### src/rtl/crab_pkg.sv
// shared types, codes and constants for the clipped rectangle alpha blend block
// used by crab_blend and clipped_rect_alpha_blend; no dependencies
package crab_pkg;

   // field and datapath widths
   localparam int COORD_W    = 13;
   localparam int DIM_W      = 8;
   localparam int IDX_W      = 16;
   localparam int CHAN_W     = 8;
   localparam int PIXEL_W    = 32;
   localparam int CMD_W      = 2;
   localparam int STATUS_W   = 2;
   localparam int REQ_DATA_W = 88;
   localparam int CSR_ADDR_W = 3;
   localparam int CSR_DATA_W = 32;

   typedef logic [PIXEL_W-1:0] pixel_type;
   typedef logic [CHAN_W-1:0]  chan_type;

   // command codes
   localparam logic [CMD_W-1:0] CMD_WRITE = 2'd0;
   localparam logic [CMD_W-1:0] CMD_READ  = 2'd1;
   localparam logic [CMD_W-1:0] CMD_RECT  = 2'd2;

   // status codes
   localparam logic [STATUS_W-1:0] STATUS_DONE    = 2'd0;
   localparam logic [STATUS_W-1:0] STATUS_RANGE   = 2'd1;
   localparam logic [STATUS_W-1:0] STATUS_CLIPPED = 2'd2;

   // register select, taken from address bit 2
   localparam logic CSR_SEL_WIDTH  = 1'b0;
   localparam logic CSR_SEL_HEIGHT = 1'b1;

   localparam logic [DIM_W-1:0] DIM_RESET    = 8'd128;
   localparam chan_type          ALPHA_OPAQUE = 8'hFF;

   // floor(v / 255) for any v below 65280, by reciprocal with correction
   function automatic chan_type div255(input logic [IDX_W-1:0] v);
      logic [IDX_W:0] t;
      t = {1'b0, v} + 17'd1 + 17'(v >> CHAN_W);
      return t[IDX_W-1:CHAN_W];
   endfunction

endpackage

### src/rtl/crab_blend.sv
// two stage alpha blend of a colour word over a stored pixel word
// stage one registers the channel products, stage two sums and divides by 255
// depends on crab_pkg
module crab_blend (
   input  logic                clock,
   input  crab_pkg::pixel_type fg,
   input  crab_pkg::pixel_type bg,
   output crab_pkg::pixel_type blended
);
   import crab_pkg::*;

   chan_type alpha;
   chan_type inv_alpha;
   chan_type chan_out [3];

   assign alpha     = fg[PIXEL_W-1 -: CHAN_W];
   assign inv_alpha = ALPHA_OPAQUE - alpha;

   // one lane per colour channel, blue lowest
   for (genvar c = 0; c < 3; c++) begin : g_lane
      logic [IDX_W-1:0] fg_prod_in;
      logic [IDX_W-1:0] bg_prod_in;
      logic [IDX_W-1:0] fg_prod_ff;
      logic [IDX_W-1:0] bg_prod_ff;

      assign fg_prod_in = IDX_W'(fg[c*CHAN_W +: CHAN_W]) * IDX_W'(alpha);
      assign bg_prod_in = IDX_W'(bg[c*CHAN_W +: CHAN_W]) * IDX_W'(inv_alpha);

      always_ff @(posedge clock) begin
         fg_prod_ff <= fg_prod_in;
         bg_prod_ff <= bg_prod_in;
      end

      // sum stays below 65026, so 16 bits hold it
      assign chan_out[c] = div255(fg_prod_ff + bg_prod_ff);
   end

   assign blended = {ALPHA_OPAQUE, chan_out[2], chan_out[1], chan_out[0]};

endmodule

### config.mk
export PLATFORM = sky130hd
export DESIGN_NAME = crab_blend
export DESIGN_NICKNAME = d
export VERILOG_FILES = /design/src/rtl/crab_pkg.sv /design/src/rtl/crab_blend.sv
export SDC_FILE = /design/constraint.sdc
export NUM_CORES = 1
export LEC_CHECK = 0
export ABC_AREA = 1
export BUFFER_PORTS_ARGS = -buffer_cell sky130_fd_sc_hd__buf_2
export CAP_MARGIN = 0
export CORE_ASPECT_RATIO = 1.5
export CORE_UTILIZATION = 35
export CTS_CLUSTER_DIAMETER = 60
export DETAILED_ROUTE_END_ITERATION = 8
export PLACE_DENSITY = 0.48
export SYNTH_ARGS = -nofsm -noshare
export SYNTH_HDL_FRONTEND = slang
export SYNTH_SLANG_ARGS = --single-unit
export TNS_END_PERCENT = 5
### constraint.sdc
create_clock -name clock -period 5.9 [get_ports clock]
set_input_delay 0.295 -clock clock [delete_from_list [all_inputs] [get_ports clock]]
set_output_delay 0.295 -clock clock [all_outputs]
set_load 0.02 [all_outputs]
Word level (Yosys, flattened, before mapping)

Index checks and enable logic that the tools add are counted.

Register bits: 96
Latch bits: 0
RAM bits: 0
ROM bits: 0
Output and inout bits: 32
Word-level logic and storage cells: 22
Memories kept: 0

Add/subtract/negate cells: 10
Multiply operators: 6
Divide/modulo/power cells: 0
Order comparisons: 0
Equality and inequality tests: 0
Shift operators: 0
Multiplexer cells: 0
Bitwise logic cells: 0
Reduce and logical (&&, ||, !) cells: 0

Operators by type and width:

| cell                    | number |
|---|---|
| $mul A8 B8 Y16          | 6 |
| $add A16 B1 Y16 const B | 3 |
| $add A16 B16 Y16        | 3 |
| $add A16 B8 Y16         | 3 |
| $sub A8 B8 Y8 const A   | 1 |

Logic depth before layout (Yosys ltp)

Gate-level depths: netlist of the first run.

Depth after elaboration: 3
Depth in mapped cells: 24
Gate-level depth less buffers: 24

Worst setup path before layout of the first run

No wires, ideal clock.

Path type: input to register
Start point: input fg[26]
End point: register g_lane[2].bg_prod_ff[14]
Arrival: 4.192 ns
Required time: 5.781 ns
Slack: 1.589 ns
Stages on the path: 18
Path buffers: 2
Path through: clkbuf_1 clkbuf_1 nor2_1 fa_1 inv_1 fa_1 inv_1 fa_1 inv_1 fa_1 inv_1 ha_1 a21oi_1 o21ai_0 a21oi_1 o21ai_0 a31oi_1 xnor2_1

Word-level cells in the longest chain between the ends: 2

Ends and longest elaborated chain:

| element                            | RTL line         | text |
|---|---|---|
| from (decl)                        | crab_blend.sv:6  | `input crab_pkg::pixel_type fg,` |
| $sub A8 B8 Y8                      | crab_blend.sv:17 | `assign inv_alpha = ALPHA_OPAQUE - alpha;` |
| $mul A8 B8 Y16                     | crab_blend.sv:27 | `assign bg_prod_in = IDX_W'(bg[c*CHAN_W +: CHAN_W]) * IDX_W'(inv_alpha);` |
| named net g_lane[2].bg_prod_in[14] | crab_blend.sv:22 | `logic [IDX_W-1:0] bg_prod_in;` |
| to (signal assigned)               | crab_blend.sv:31 | `bg_prod_ff <= bg_prod_in;` |
| to (decl)                          | crab_blend.sv:24 | `logic [IDX_W-1:0] bg_prod_ff;` |

The timed path passes the listed nets, and every way through them passes these cells.

Final worst setup path of the first run

Start point: input fg[28]
End point: register g_lane[1].bg_prod_ff[13]

Word-level cells in the longest chain between the ends: 2

Ends and longest elaborated chain:

| element                            | RTL line |
|---|---|
| $sub A8 B8 Y8                      | crab_blend.sv:17 |
| $mul A8 B8 Y16                     | crab_blend.sv:27 |
| named net g_lane[1].bg_prod_in[13] | crab_blend.sv:22 |
| to (signal assigned)               | crab_blend.sv:31 |
| to (decl)                          | crab_blend.sv:24 |

The timed path passes the listed nets, and every way through them passes these cells.

==> metrics.md, run 1 <==
| Metric | Value |
|---|---|
| Max Fclk | 227 MHz |
| Hold WS | 0.241 ns |
| Register clock-pin slew on the reported worst setup and hold paths | 0.08 ns |
| Relative slew margins | 0.427 |
| Post-synth EDFFs | 0 |
| Period utilization | 0.747 |
| Synth Area in Adders | 0.415 |
| Final setup vio count | 0 |
| Worst Setup Path Type | input pin to flip-flop |
| Hold Path Class | input pin to flip-flop |
| CP startpoint | fg[28] |
| Proportion of synthesized area in mux cells | 0 |
| CP endpoint kind | flip-flop |
| FF/Latch Area | 1920 um2 |
| Syn_area_per_cell | 7.15 um2 |
| Die H | 288 um |
| CP arrival | 4.68 ns |
| Final #Nets | 3,265 |
| TritonCTS Buffers | 9 |
| Failing checks | design-rule violations |
| Max Cap Violations | 0 |
| Worst Path Required | 6.17 ns |
| FILL cells | 5,704 |
| Initial Util | 0.355 |
| RSZ-0062 raised after global routing | no |
| Drt pass-1 iters | 7 |
| WL/cell | 13.9 um |
| First-pass GRT wire length | 78.5 mm |
| Cts hold-fix bufs | 0 |
| Synth top cells by count | inv_1, nand2_1, ha_1 |
| Total grt overflow | 0 |
| Area occupied by multi-input gates | 14,200 um2 |
| Vias in the first global route | 16,400 |
| CTS tree | done |
| Clock Tree Buf Depth | 2 |
| Overall via count from detail_route | 15,600 |
| Placeable core region | 53,700 um2 |
| Worst-Margin Slew | 0.859 ns |
| Crit path time final | 4.41 ns |
| Area Growth Syn to Fin | 6.97% |
| Sequential share of the synthesized area | 0.101 |
| Worst setup endpoint | g_lane[1].bg_prod_ff[13]$_DFF_P_ |
| Post-synthesis cell type count | 39 |
| Initial antenna violation count | 4 |
| Clock Sinks | 96 |
| WL final | 47.1 mm |
| Synth Area in XOR/XNOR | 0.0455 |
| I/O Buffers | 80 |
| Setup Buffers After CTS | 0 |
| Post-DP HPWL | 40.6 mm |
| Synth Area in Simple Gates | 0.233 |
| Endpoints failing hold | 0 |
| Post-CTS sizing | 0 |
| Largest family of logic cells by synthesized area | adder cells |
| Synthesized instance count | 2,664 |
| Root Driver | clkbuf_16 |
| Synth top area share | 0.230 |
| Gp weighted congestion | 0.858 |
| H-tree depth | 3 |
| Total track usage | 0.180 |
| Pins Over Slew Limit | 0 |
| Synthesized cell area | 19,100 um2 |
| Startpoint Class | input pin |
| Detail Route Antenna Nets | 0 |
| Setup TNS | 0 ns |
| Area contributors post-synth | fa_1, ha_1, inv_1 |
| Post-synthesis async set-or-reset flop share | 0 |
| DR iter-0 viols | 534 |
| Post-DR vias/cell | 4.59 |
| Main synth FF type | dfxtp_1 |
| Yosys warnings | 0 |
| Largest area contributor in the netlist | fa_1 |
| Number of cell rows | 104 |
| Status | finished, violations left |
| FF+latch count, synth | 96 |
| Crit Path Max Fanout | 28 |
| Most common cell in the synthesized netlist | inv_1 |
| Die area | 55,400 um2 |
| Layout cells sized above 1 | 0.0758 |
| I/O pin total | 97 |
| Width of the die | 193 um |
| Pin count of the biggest net entering global routing | 37 |
| DRC | 11 |
| Synth Area in Compound Gates | 0.0511 |
==> cell type report <==
class	count	share of cell area
antenna	3	0.000368
inverter	688	0.127
clock buffer	11	0.0124
sequential	96	0.0943
tap	689	0.0423
timing repair buffer	92	0.0247
multi-input combinational	1812	0.698
clock inverter	4	0.00135
==> layer usage <==
layer  up-vias  track usage  share of wire
met5         -            0        0.00028
met4         2       0.0724          0.034
met3        67       0.0127          0.021
met2       193        0.356           0.56
met1      7350        0.192           0.39
li1       7959            -              -
==> kinds of logic (layout without fill, tap and decap cells) <==
family,count (synthesis),in the layout
AND/OR/NAND/NOR,1027,1027
other,1,11
AO/OA/AOI/OAI,177,177
adder cells (fa/ha/maj),501,501
XOR/XNOR,99,99
buffers and inverters,763,795
flip-flops,96,96
==> state kept, by name (all words and copies together), names as in the netlist <==
| signal | count |
|---|---|
| g_lane.bg_prod_ff | 48 |
| g_lane.fg_prod_ff | 48 |
==> worst max-delay path, cell delays in order <==
cell and delay [ns]:
buf_2 0.53, buf_4 0.38, nor2_1 0.10, fa_1 0.38, fa_1 0.49, inv_1 0.06
fa_1 0.49, fa_1 0.49, inv_1 0.04, ha_1 0.33, nand2_1 0.08, nand2_1 0.04
a31oi_1 0.30, inv_1 0.11, a31oi_1 0.23, o21ai_0 0.14, xor2_1 0.16
==> stage by stage <==
step	util	worst slack, ns	instances	instance area [um2]
2_1_floorplan	-	1.59	2671	19100
3_3_place_gp	0.374	1.07	3377	20100
3_5_place_dp	0.374	1.10	3377	20100
4_1_cts	0.379	1.49	3392	20400
5_1_grt	0.379	1.24	3395	20400
6_report	0.379	1.49	3395	20400
==> placed cells by master, fill, tap and decap left out, types with 38 or more instances in the layout <==
| cell | count |
|---|---|
| nand3_1 | 67 |
| fa_1 | 219 |
| ha_1 | 282 |
| xnor2_1 | 38 |
| xor2_1 | 61 |
| buf_2 | 80 |
| nand2_1 | 620 |
| dfxtp_1 | 96 |
| a21oi_1 | 107 |
| inv_1 | 678 |
| nor2_1 | 215 |
==> worst min-delay path by stage <==
stage / startpoint / end / slack, ns / depth (start not counted)
final: fg[0] / g_lane[0].fg_prod_ff[0]$_DFF_P_ / 0.24 / 3
after global placement: fg[0] / g_lane[0].fg_prod_ff[0]$_DFF_P_ / 0.63 / 3
after CTS: fg[0] / g_lane[0].fg_prod_ff[0]$_DFF_P_ / 0.22 / 3
after detailed placement: fg[0] / g_lane[0].fg_prod_ff[0]$_DFF_P_ / 0.63 / 3
after global routing: fg[0] / g_lane[0].fg_prod_ff[0]$_DFF_P_ / 0.23 / 3
after floorplan: bg[0] / g_lane[0].bg_prod_ff[0]$_DFF_P_ / 0.48 / 2
Power of run 1 is left out: the tool's default activity adds up to more than one toggle a clock period on the data nets, which glitch-free logic cannot reach.
==> run 2, diff against run 1 <==
--- a/config.mk
+++ b/config.mk
@@ -5,14 +5,14 @@
 export SDC_FILE = /design/constraint.sdc
 export NUM_CORES = 1
 export LEC_CHECK = 0
-export ABC_AREA = 1
+export ABC_AREA = 0
 export BUFFER_PORTS_ARGS = -buffer_cell sky130_fd_sc_hd__buf_2
 export CAP_MARGIN = 0
 export CORE_ASPECT_RATIO = 1.5
 export CORE_UTILIZATION = 35
 export CTS_CLUSTER_DIAMETER = 60
 export DETAILED_ROUTE_END_ITERATION = 8
-export PLACE_DENSITY = 0.48
+export PLACE_DENSITY = 0.49
 export SYNTH_ARGS = -nofsm -noshare
 export SYNTH_HDL_FRONTEND = slang
 export SYNTH_SLANG_ARGS = --single-unit
==> constraint.sdc (replaced) <==
create_clock -name clock -period 4.3 [get_ports clock]
set_input_delay 0.215 -clock clock [delete_from_list [all_inputs] [get_ports clock]]
set_output_delay 0.215 -clock clock [all_outputs]
set_load 0.02 [all_outputs]
==> run 2 against run 1 <==
Effect of this change:
- the run ends with negative setup slack left
- die area shrank 7.2%
- via count shrank 15%
- global-route usage shrank 0.98 points
- core utilization grew 2.8 points
- cell count shrank 16%
- synthesized cell count shrank 25%
- routed wire length shrank 13%
- critical path depth is the same
- first-iteration DRC count shrank 25%
- clock-buffer cell count shrank 2
- area after synthesis shrank 7.2%
- highest routed layer unchanged
==> metrics.md, run 2 <==
| Metric | Value |
|---|---|
| Status | finished, violations left |
| Failing checks | negative setup slack |
| Power per cell area | 757 nW/um2 |
| Detail Route Antenna Nets | 0 (unchanged) |
| WL/cell | 14.4 um (+4.0%) |
| Overall via count from detail_route | 13,300 (-15%) |
| Synthesized instance count | 2,000 (-25%) |
| Area Growth Syn to Fin | 14.8% |
| Post-Layout Cell Count | 2,836 (-16%) |
| Max Cap Violations | 0 (unchanged) |
| Commonest non-fill, non-tap cell in the layout | inv_1 |
| First-pass GRT wire length | 69.6 mm (-11%) |
| Root Driver | clkbuf_16 |
| Drt pass-1 iters | 6 (-1) |
| Synth top cells by count | inv_1, ha_1, fa_1 |
| Placeable core region | 49,800 um2 (-7.3%) |
| Setup slack at placement | -0.244 ns (-1.34 ns) |
| CP endpoint kind | output port |
| Worst Setup Slack, final | -0.0920 ns (-1.58 ns) |
| Largest area contributor in the netlist | fa_1 |
| Post-DR vias/cell | 4.68 (+2.1%) |
| Final #Nets | 2,734 (-16%) |
| Main synth FF type | dfxtp_1 |
| Number of cell rows | 100 (-3.8%) |
| Max VDD drop | 1.34 mV |
| CP arrival | 4.18 ns (-0.50 ns) |
| Startpoint Class | flip-flop |
| Crit Path Max Fanout | 4 (-86%) |
| Hold Path Class | input pin to flip-flop |
| I/O Buffers | 80 (unchanged) |
| Most common cell in the synthesized netlist | inv_1 |
| Synthesized cell area | 17,700 um2 (-7.2%) |
| FF+latch count, synth | 96 (unchanged) |
| Gp weighted congestion | 0.831 (-3.2%) |
| CTS tree | done |
| Area contributors post-synth | fa_1, ha_1, dfxtp_1 |
| Worst Path Required | 4.09 ns (-2.08 ns) |
| Pin count of the biggest net entering global routing | 28 (-24%) |
| Worst Setup Path Type | flip-flop to output port |
| Largest regs | g_lane.bg_prod_ff: 48 flops, g_lane.fg_prod_ff: 48 flops |
| Layout cells sized above 1 | 0.130 (+0.0544) |
| Post-synthesis cell type count | 66 (+69%) |
| FILL cells | 5,154 (-9.6%) |
| Die area | 51,400 um2 (-7.2%) |
| Width of the die | 186 um (-3.7%) |
| Commonest non-fill, non-tap cells in the layout | inv_1, ha_1, fa_1, and2_1, nor2b_1 |
| Initial Util | 0.355 (+0.000372) |
| Crit path time final | 4.39 ns |
| Setup TNS | -0.135 ns (-0.135 ns) |
| Pins Over Slew Limit | 0 (unchanged) |
| Post-DP HPWL | 34.9 mm (-14%) |
| Clock Sinks | 96 (unchanged) |
| Antenna diode count | 0 (-3) |
| Endpoints failing hold | 0 (unchanged) |
| Sequential share of the synthesized area | 0.109 (+0.00787) |
| Relative slew margins | 0.619 (+0.192) |
| Total grt overflow | 0 (unchanged) |
| Leak Pwr | 10.1 nW |
| I/O pin total | 97 (unchanged) |
| Post-synth EDFFs | 0 (unchanged) |
| Inst Count DP | 2,811 (-17%) |
| Synth top area share | 0.248 (+0.0180) |
| DRC | 0 (-11) |
| DR iter-0 viols | 401 (-25%) |
| Post-synthesis async set-or-reset flop share | 0 (unchanged) |
| TritonCTS Buffers | 9 (unchanged) |
| Syn_area_per_cell | 8.84 um2 (+24%) |
| RSZ-0062 raised after global routing | yes |
| Worst-Margin Slew | 0.572 ns (-0.288 ns) |
| Total track usage | 0.170 (-0.00979) |
| Final setup vio count | 6 (+6) |
| Cts hold-fix bufs | 0 (unchanged) |
| Initial antenna violation count | 4 (unchanged) |
| WL final | 40.9 mm (-13%) |
| H-tree depth | 3 (unchanged) |
| Period utilization | 1.02 |
| Clock Tree Buf Depth | 2 (unchanged) |
| Yosys warnings | 0 (unchanged) |
| Die H | 277 um (-3.7%) |
| Max Fclk | 228 MHz |
| Vias in the first global route | 14,300 (-13%) |
| Register clock-pin slew on the reported worst setup and hold paths | 0.07 ns (about the same) |
[run 2: critical path: stages, from the launching register on]
cell and delay (ns):
dfxtp_2 0.33, ha_1 0.20, or4_4 0.53, or3_4 0.35, o221ai_4 0.19, a211oi_2 0.13, o21a_1 0.19, o31ai_2 0.22
inv_1 0.08, ha_1 0.29, and3_1 0.15, nand3_1 0.08, a21oi_1 0.12, a221o_1 0.26, nand4_4 0.16, nor4_4 0.18
xor2_1 0.18, buf_4 0.17
[run 2: timing repair]
action / CTS / global route
cloned: 0 / 0
pin swaps: 21 / 13
setup buffers: 5 / 4
gates resized for setup: 39 / 33
endpoints found under the setup margin: 18 / 28
[run 2: final timing paths]
check,from,endpoint,slack [ns],cells after the start
worst max-delay path,g_lane[1].fg_prod_ff[5]$_DFF_P_,blended[15],-0.09,17
worst min-delay path,bg[8],g_lane[1].bg_prod_ff[0]$_DFF_P_,0.19,2
[run 2: where the power goes]
group | leakage (nW) | internal (mW) | switching, mW | total, mW
Clock | 0.144 | 0.405 | 0.411 | 0.816
Combinational | 9.14 | 6.05 | 6.95 | 13.0
Sequential | 0.807 | 1.32 | 0.217 | 1.54
[run 2: cells by family after synthesis]
group	Yosys count	share of synthesized area
mux	1	0.000566
simple gates	644	0.205
other cells	1	0.000212
compound gates	234	0.0920
buf+inv	408	0.0883
flops	96	0.109
xor+xnor	115	0.0578
fa+ha+maj	501	0.448
[run 2: per-stage QoR]
| step | instance area [um2] | hold WS (ns) | total power [mW] | utilization |
|---|---|---|---|---|
| 4_1_cts | 20100 | 0.173 | 15.1 | 0.404 |
| 6_report | 20300 | 0.193 | 15.4 | 0.408 |
| 3_3_place_gp | 19700 | 0.576 | 13.6 | 0.395 |
| 3_5_place_dp | 19700 | 0.579 | 13.8 | 0.395 |
| 2_1_floorplan | 17700 | 0.342 | 10.3 | - |
| 5_1_grt | 20300 | 0.192 | 17.1 | 0.408 |
[run 2: layout make-up]
class                           count  area (um2)  share of cell area
Clock buffer                        9         225              0.0111
Clock inverter                      7        62.6             0.00308
Inverter                          357        1340              0.0660
Multi-Input combinational cell   1503       14500               0.713
Sequential cell                    96        1930              0.0950
Tap cell                          663         830              0.0409
Timing Repair Buffer              201        1450              0.0714
[run 2: metal layers]
layer / GRT usage / wire [um]
met5: 0 / 49
met4: 0.0492 / 892
met3: 0.0203 / 807
met2: 0.318 / 21700
met1: 0.198 / 17500
Note: power is estimated with default switching activity, not from simulation.
==> run 3, diff against run 2 <==
--- a/config.mk
+++ b/config.mk
@@ -13,6 +13,8 @@
 export CTS_CLUSTER_DIAMETER = 60
 export DETAILED_ROUTE_END_ITERATION = 8
 export PLACE_DENSITY = 0.49
+export SETUP_SLACK_MARGIN = 0.3
+export SLEW_MARGIN = 10
 export SYNTH_ARGS = -nofsm -noshare
 export SYNTH_HDL_FRONTEND = slang
 export SYNTH_SLANG_ARGS = --single-unit
==> run 3 against run 2 <==
Effect of this change:
- the run still ends with negative setup slack left
- combinational power grew 7%
- clock power fell by 4.4%
- routed wire length grew 0.18%
- fmax fell by 1.6%
- flip-flop and latch count unchanged
- worst hold slack better by 0.0021 ns
- first-iteration DRC count decreased by 7.7%
- non-clock buffer count rose by 12
- power increased by 6.1%
- core utilization increased by 0.97 points
- critical path type unchanged
- critical endpoint is now blended[12]
- largest cell class unchanged
- largest power group unchanged
==> metrics.md, run 3 (synthesis results as in run 2) <==
| Metric | Value |
|---|---|
| Crit path time final | 4.46 ns (+0.0708 ns) |
| Worst setup endpoint | blended[12] |
| Area after DPL | 19,700 um2 (+0.10%) |
| WL/cell | 14.4 um (-0.31%) |
| Number of cells on the critical path | 16 (-1) |
| Die H | 277 um (unchanged) |
| Inst Count DP | 2,804 (-0.25%) |
| Max Cap Violations | 0 (unchanged) |
| CP endpoint kind | output port |
| WL final | 41.0 mm (+0.18%) |
| Critical path's largest stage delay | 0.54 ns (about the same) |
| Met1 usage | 0.194 (-0.00400) |
| Startpoint Class | flip-flop |
| Leak Pwr | 10.2 nW (+1.1%) |
| Pins Over Slew Limit | 0 (unchanged) |
| Grt met3 use | 0.0200 (-0.000394) |
| H-tree depth | 3 (unchanged) |
| CP max-delay cell | or4_4 |
| FILL cells | 5,065 (-1.7%) |
| Initial antenna violation count | 5 (+1) |
| Family with the most delay on the worst path | compound AO/OA/AOI/OAI gates |
| Final #Nets | 2,746 (+0.44%) |
| Crit path top cell by count | buf_4 |
| Gp weighted congestion | 0.853 (+2.7%) |
| Final Cell Area | 20,800 um2 (+2.4%) |
| Area occupied by multi-input gates | 14,800 um2 (+2.4%) |
| Register clock-pin slew on the reported worst setup and hold paths | 0.07 ns (about the same) |
| DR iter-0 viols | 370 (-7.7%) |
| Cts hold-fix bufs | 0 (unchanged) |
| Max Fclk | 224 MHz (-1.6%) |
| Worst Path Required | 4.09 ns (about the same) |
| Number of buffers and inverters on the critical path | 4 (+2) |
| Worst Setup Slack, final | -0.163 ns (-0.0708 ns) |
| Initial Util | 0.355 (unchanged) |
| Power per cell area | 784 nW/um2 (+3.6%) |
| Total track usage | 0.169 (-0.00118) |
| Failing checks | negative setup slack |
| Endpoints failing hold | 0 (unchanged) |
| Vias in the first global route | 14,400 (+0.71%) |
| Number of cell rows | 100 (unchanged) |
| FF/Latch Area | 1940 um2 (+0.52%) |
| Worst Setup Path Type | flip-flop to output port |
| Tot Pwr | 16.3 mW (+6.1%) |
| I/O Buffers | 80 (unchanged) |
| Pin count of the biggest net entering global routing | 31 (+11%) |
| Area Growth Syn to Fin | 17.6% |
| Max VDD drop | 1.50 mV (+11%) |
| Hold Path Class | input pin to flip-flop |
| DRC | 0 (unchanged) |
| Layout cells sized above 1 | 0.162 (+0.0313) |
| CP startpoint | g_lane[1].bg_prod_ff[5]$_DFF_P_ |
| RSZ-0062 raised after global routing | yes |
| Commonest non-fill, non-tap cell in the layout | inv_1 |
| Setup TNS | -1.02 ns (-0.884 ns) |
| Total grt overflow | 0 (unchanged) |
| Post-Layout Cell Count | 2,850 (+0.49%) |
| Post-DR vias/cell | 4.75 (+1.5%) |
| Root Driver | clkbuf_16 |
| Worst-Margin Slew | 0.608 ns (+0.0360 ns) |
| Hold WS | 0.195 ns (+0.00206 ns) |
| First-pass GRT wire length | 69.3 mm (-0.48%) |
| Post-DP HPWL | 34.0 mm (-2.5%) |
| Period utilization | 1.04 (+0.0165) |
| Crit Path Max Fanout | 4 (unchanged) |
| Commonest non-fill, non-tap cells in the layout | inv_1, ha_1, fa_1, and2_1, nor2b_1 |
| Placeable core region | 49,800 um2 (unchanged) |
| Clock Tree Buf Depth | 2 (unchanged) |
| GRT busiest layer | met2 |
| I/O pin total | 97 (unchanged) |
| Status | finished, violations left |
| Width of the die | 186 um (unchanged) |
| Largest regs | g_lane.bg_prod_ff: 48 flops, g_lane.fg_prod_ff: 48 flops |
| TritonCTS Buffers | 9 (unchanged) |
| Worst-path cell chain | ha_4, or4_4, or3_4, o221ai_4, a211oi_2, buf_4, o31ai_4, nor2_2, a211oi_2, ha_1, buf_4, a221o_1, nand4_4, buf_4, xnor2_1, buf_4 |
| Clock Sinks | 96 (unchanged) |
| Met2 Resource Use GR | 0.319 (+0.000768) |
| CP arrival | 4.25 ns (+0.07 ns) |
| Final setup vio count | 9 (+3) |
| Detail Route Antenna Nets | 0 (unchanged) |
| Overall via count from detail_route | 13,500 (+2.0%) |
| Relative slew margins | 0.594 (-0.0250) |
| CTS tree | done |
| Die area | 51,400 um2 (unchanged) |
| Drt pass-1 iters | 5 (-1) |
## run 3: cell count changes in the layout (fill, tap and decap cells not counted), sizes merged
cell	previous run	this run
buf	198	213
clkinv	4	2
clkinvlp	0	2
diode	0	2
inv	360	358
clkbuf	12	11
## run 3: metal layers
layer | routed length (um) | vias up
li1 | - | 6710
met1 | 17200 | 6652
met2 | 22000 | 139
met3 | 975 | 41
met4 | 789 | 6
met5 | 34 | -
## run 3: worst min-delay path by stage
stage / start / end / slack, ns / cells past startpoint
floorplan: fg[0] / g_lane[0].fg_prod_ff[0]$_DFF_P_ / 0.34 / 1
global placement: fg[16] / g_lane[2].fg_prod_ff[0]$_DFF_P_ / 0.57 / 2
detailed placement: fg[16] / g_lane[2].fg_prod_ff[0]$_DFF_P_ / 0.57 / 2
CTS: fg[16] / g_lane[2].fg_prod_ff[0]$_DFF_P_ / 0.17 / 2
global route: bg[8] / g_lane[1].bg_prod_ff[0]$_DFF_P_ / 0.19 / 2
finish: fg[16] / g_lane[2].fg_prod_ff[0]$_DFF_P_ / 0.20 / 2
## run 3: per-stage QoR
stage                     worst slack [ns]  utilization
after global routing                -0.359        0.417
after CTS                           -0.201        0.407
final                               -0.163        0.417
after detailed placement            -0.241        0.395
after global placement              -0.234        0.395
after floorplan                      0.261            -
## run 3: timing repair
| item | 4_1_cts | 5_1_grt |
|---|---|---|
| buffers inserted | 12 | 16 |
| pin swaps | 28 | 50 |
| setup endpoints to repair | 43 | 47 |
| gates resized for setup | 63 | 100 |
## run 3: area by class of cell
type | instances | share of cell area
Timing Repair Buffer | 213 | 0.0761
Sequential cell | 96 | 0.0933
Multi-Input combinational cell | 1503 | 0.713
Tap cell | 663 | 0.0399
Antenna cell | 2 | 0.000241
Clock inverter | 5 | 0.00199
Inverter | 357 | 0.0645
Clock buffer | 11 | 0.0112
## run 3: power breakdown
group / switching (mW) / total [mW] / internal [mW]
Clock: 0.383 / 0.780 / 0.397
Combinational: 7.30 / 13.9 / 6.65
Sequential: 0.231 / 1.56 / 1.33
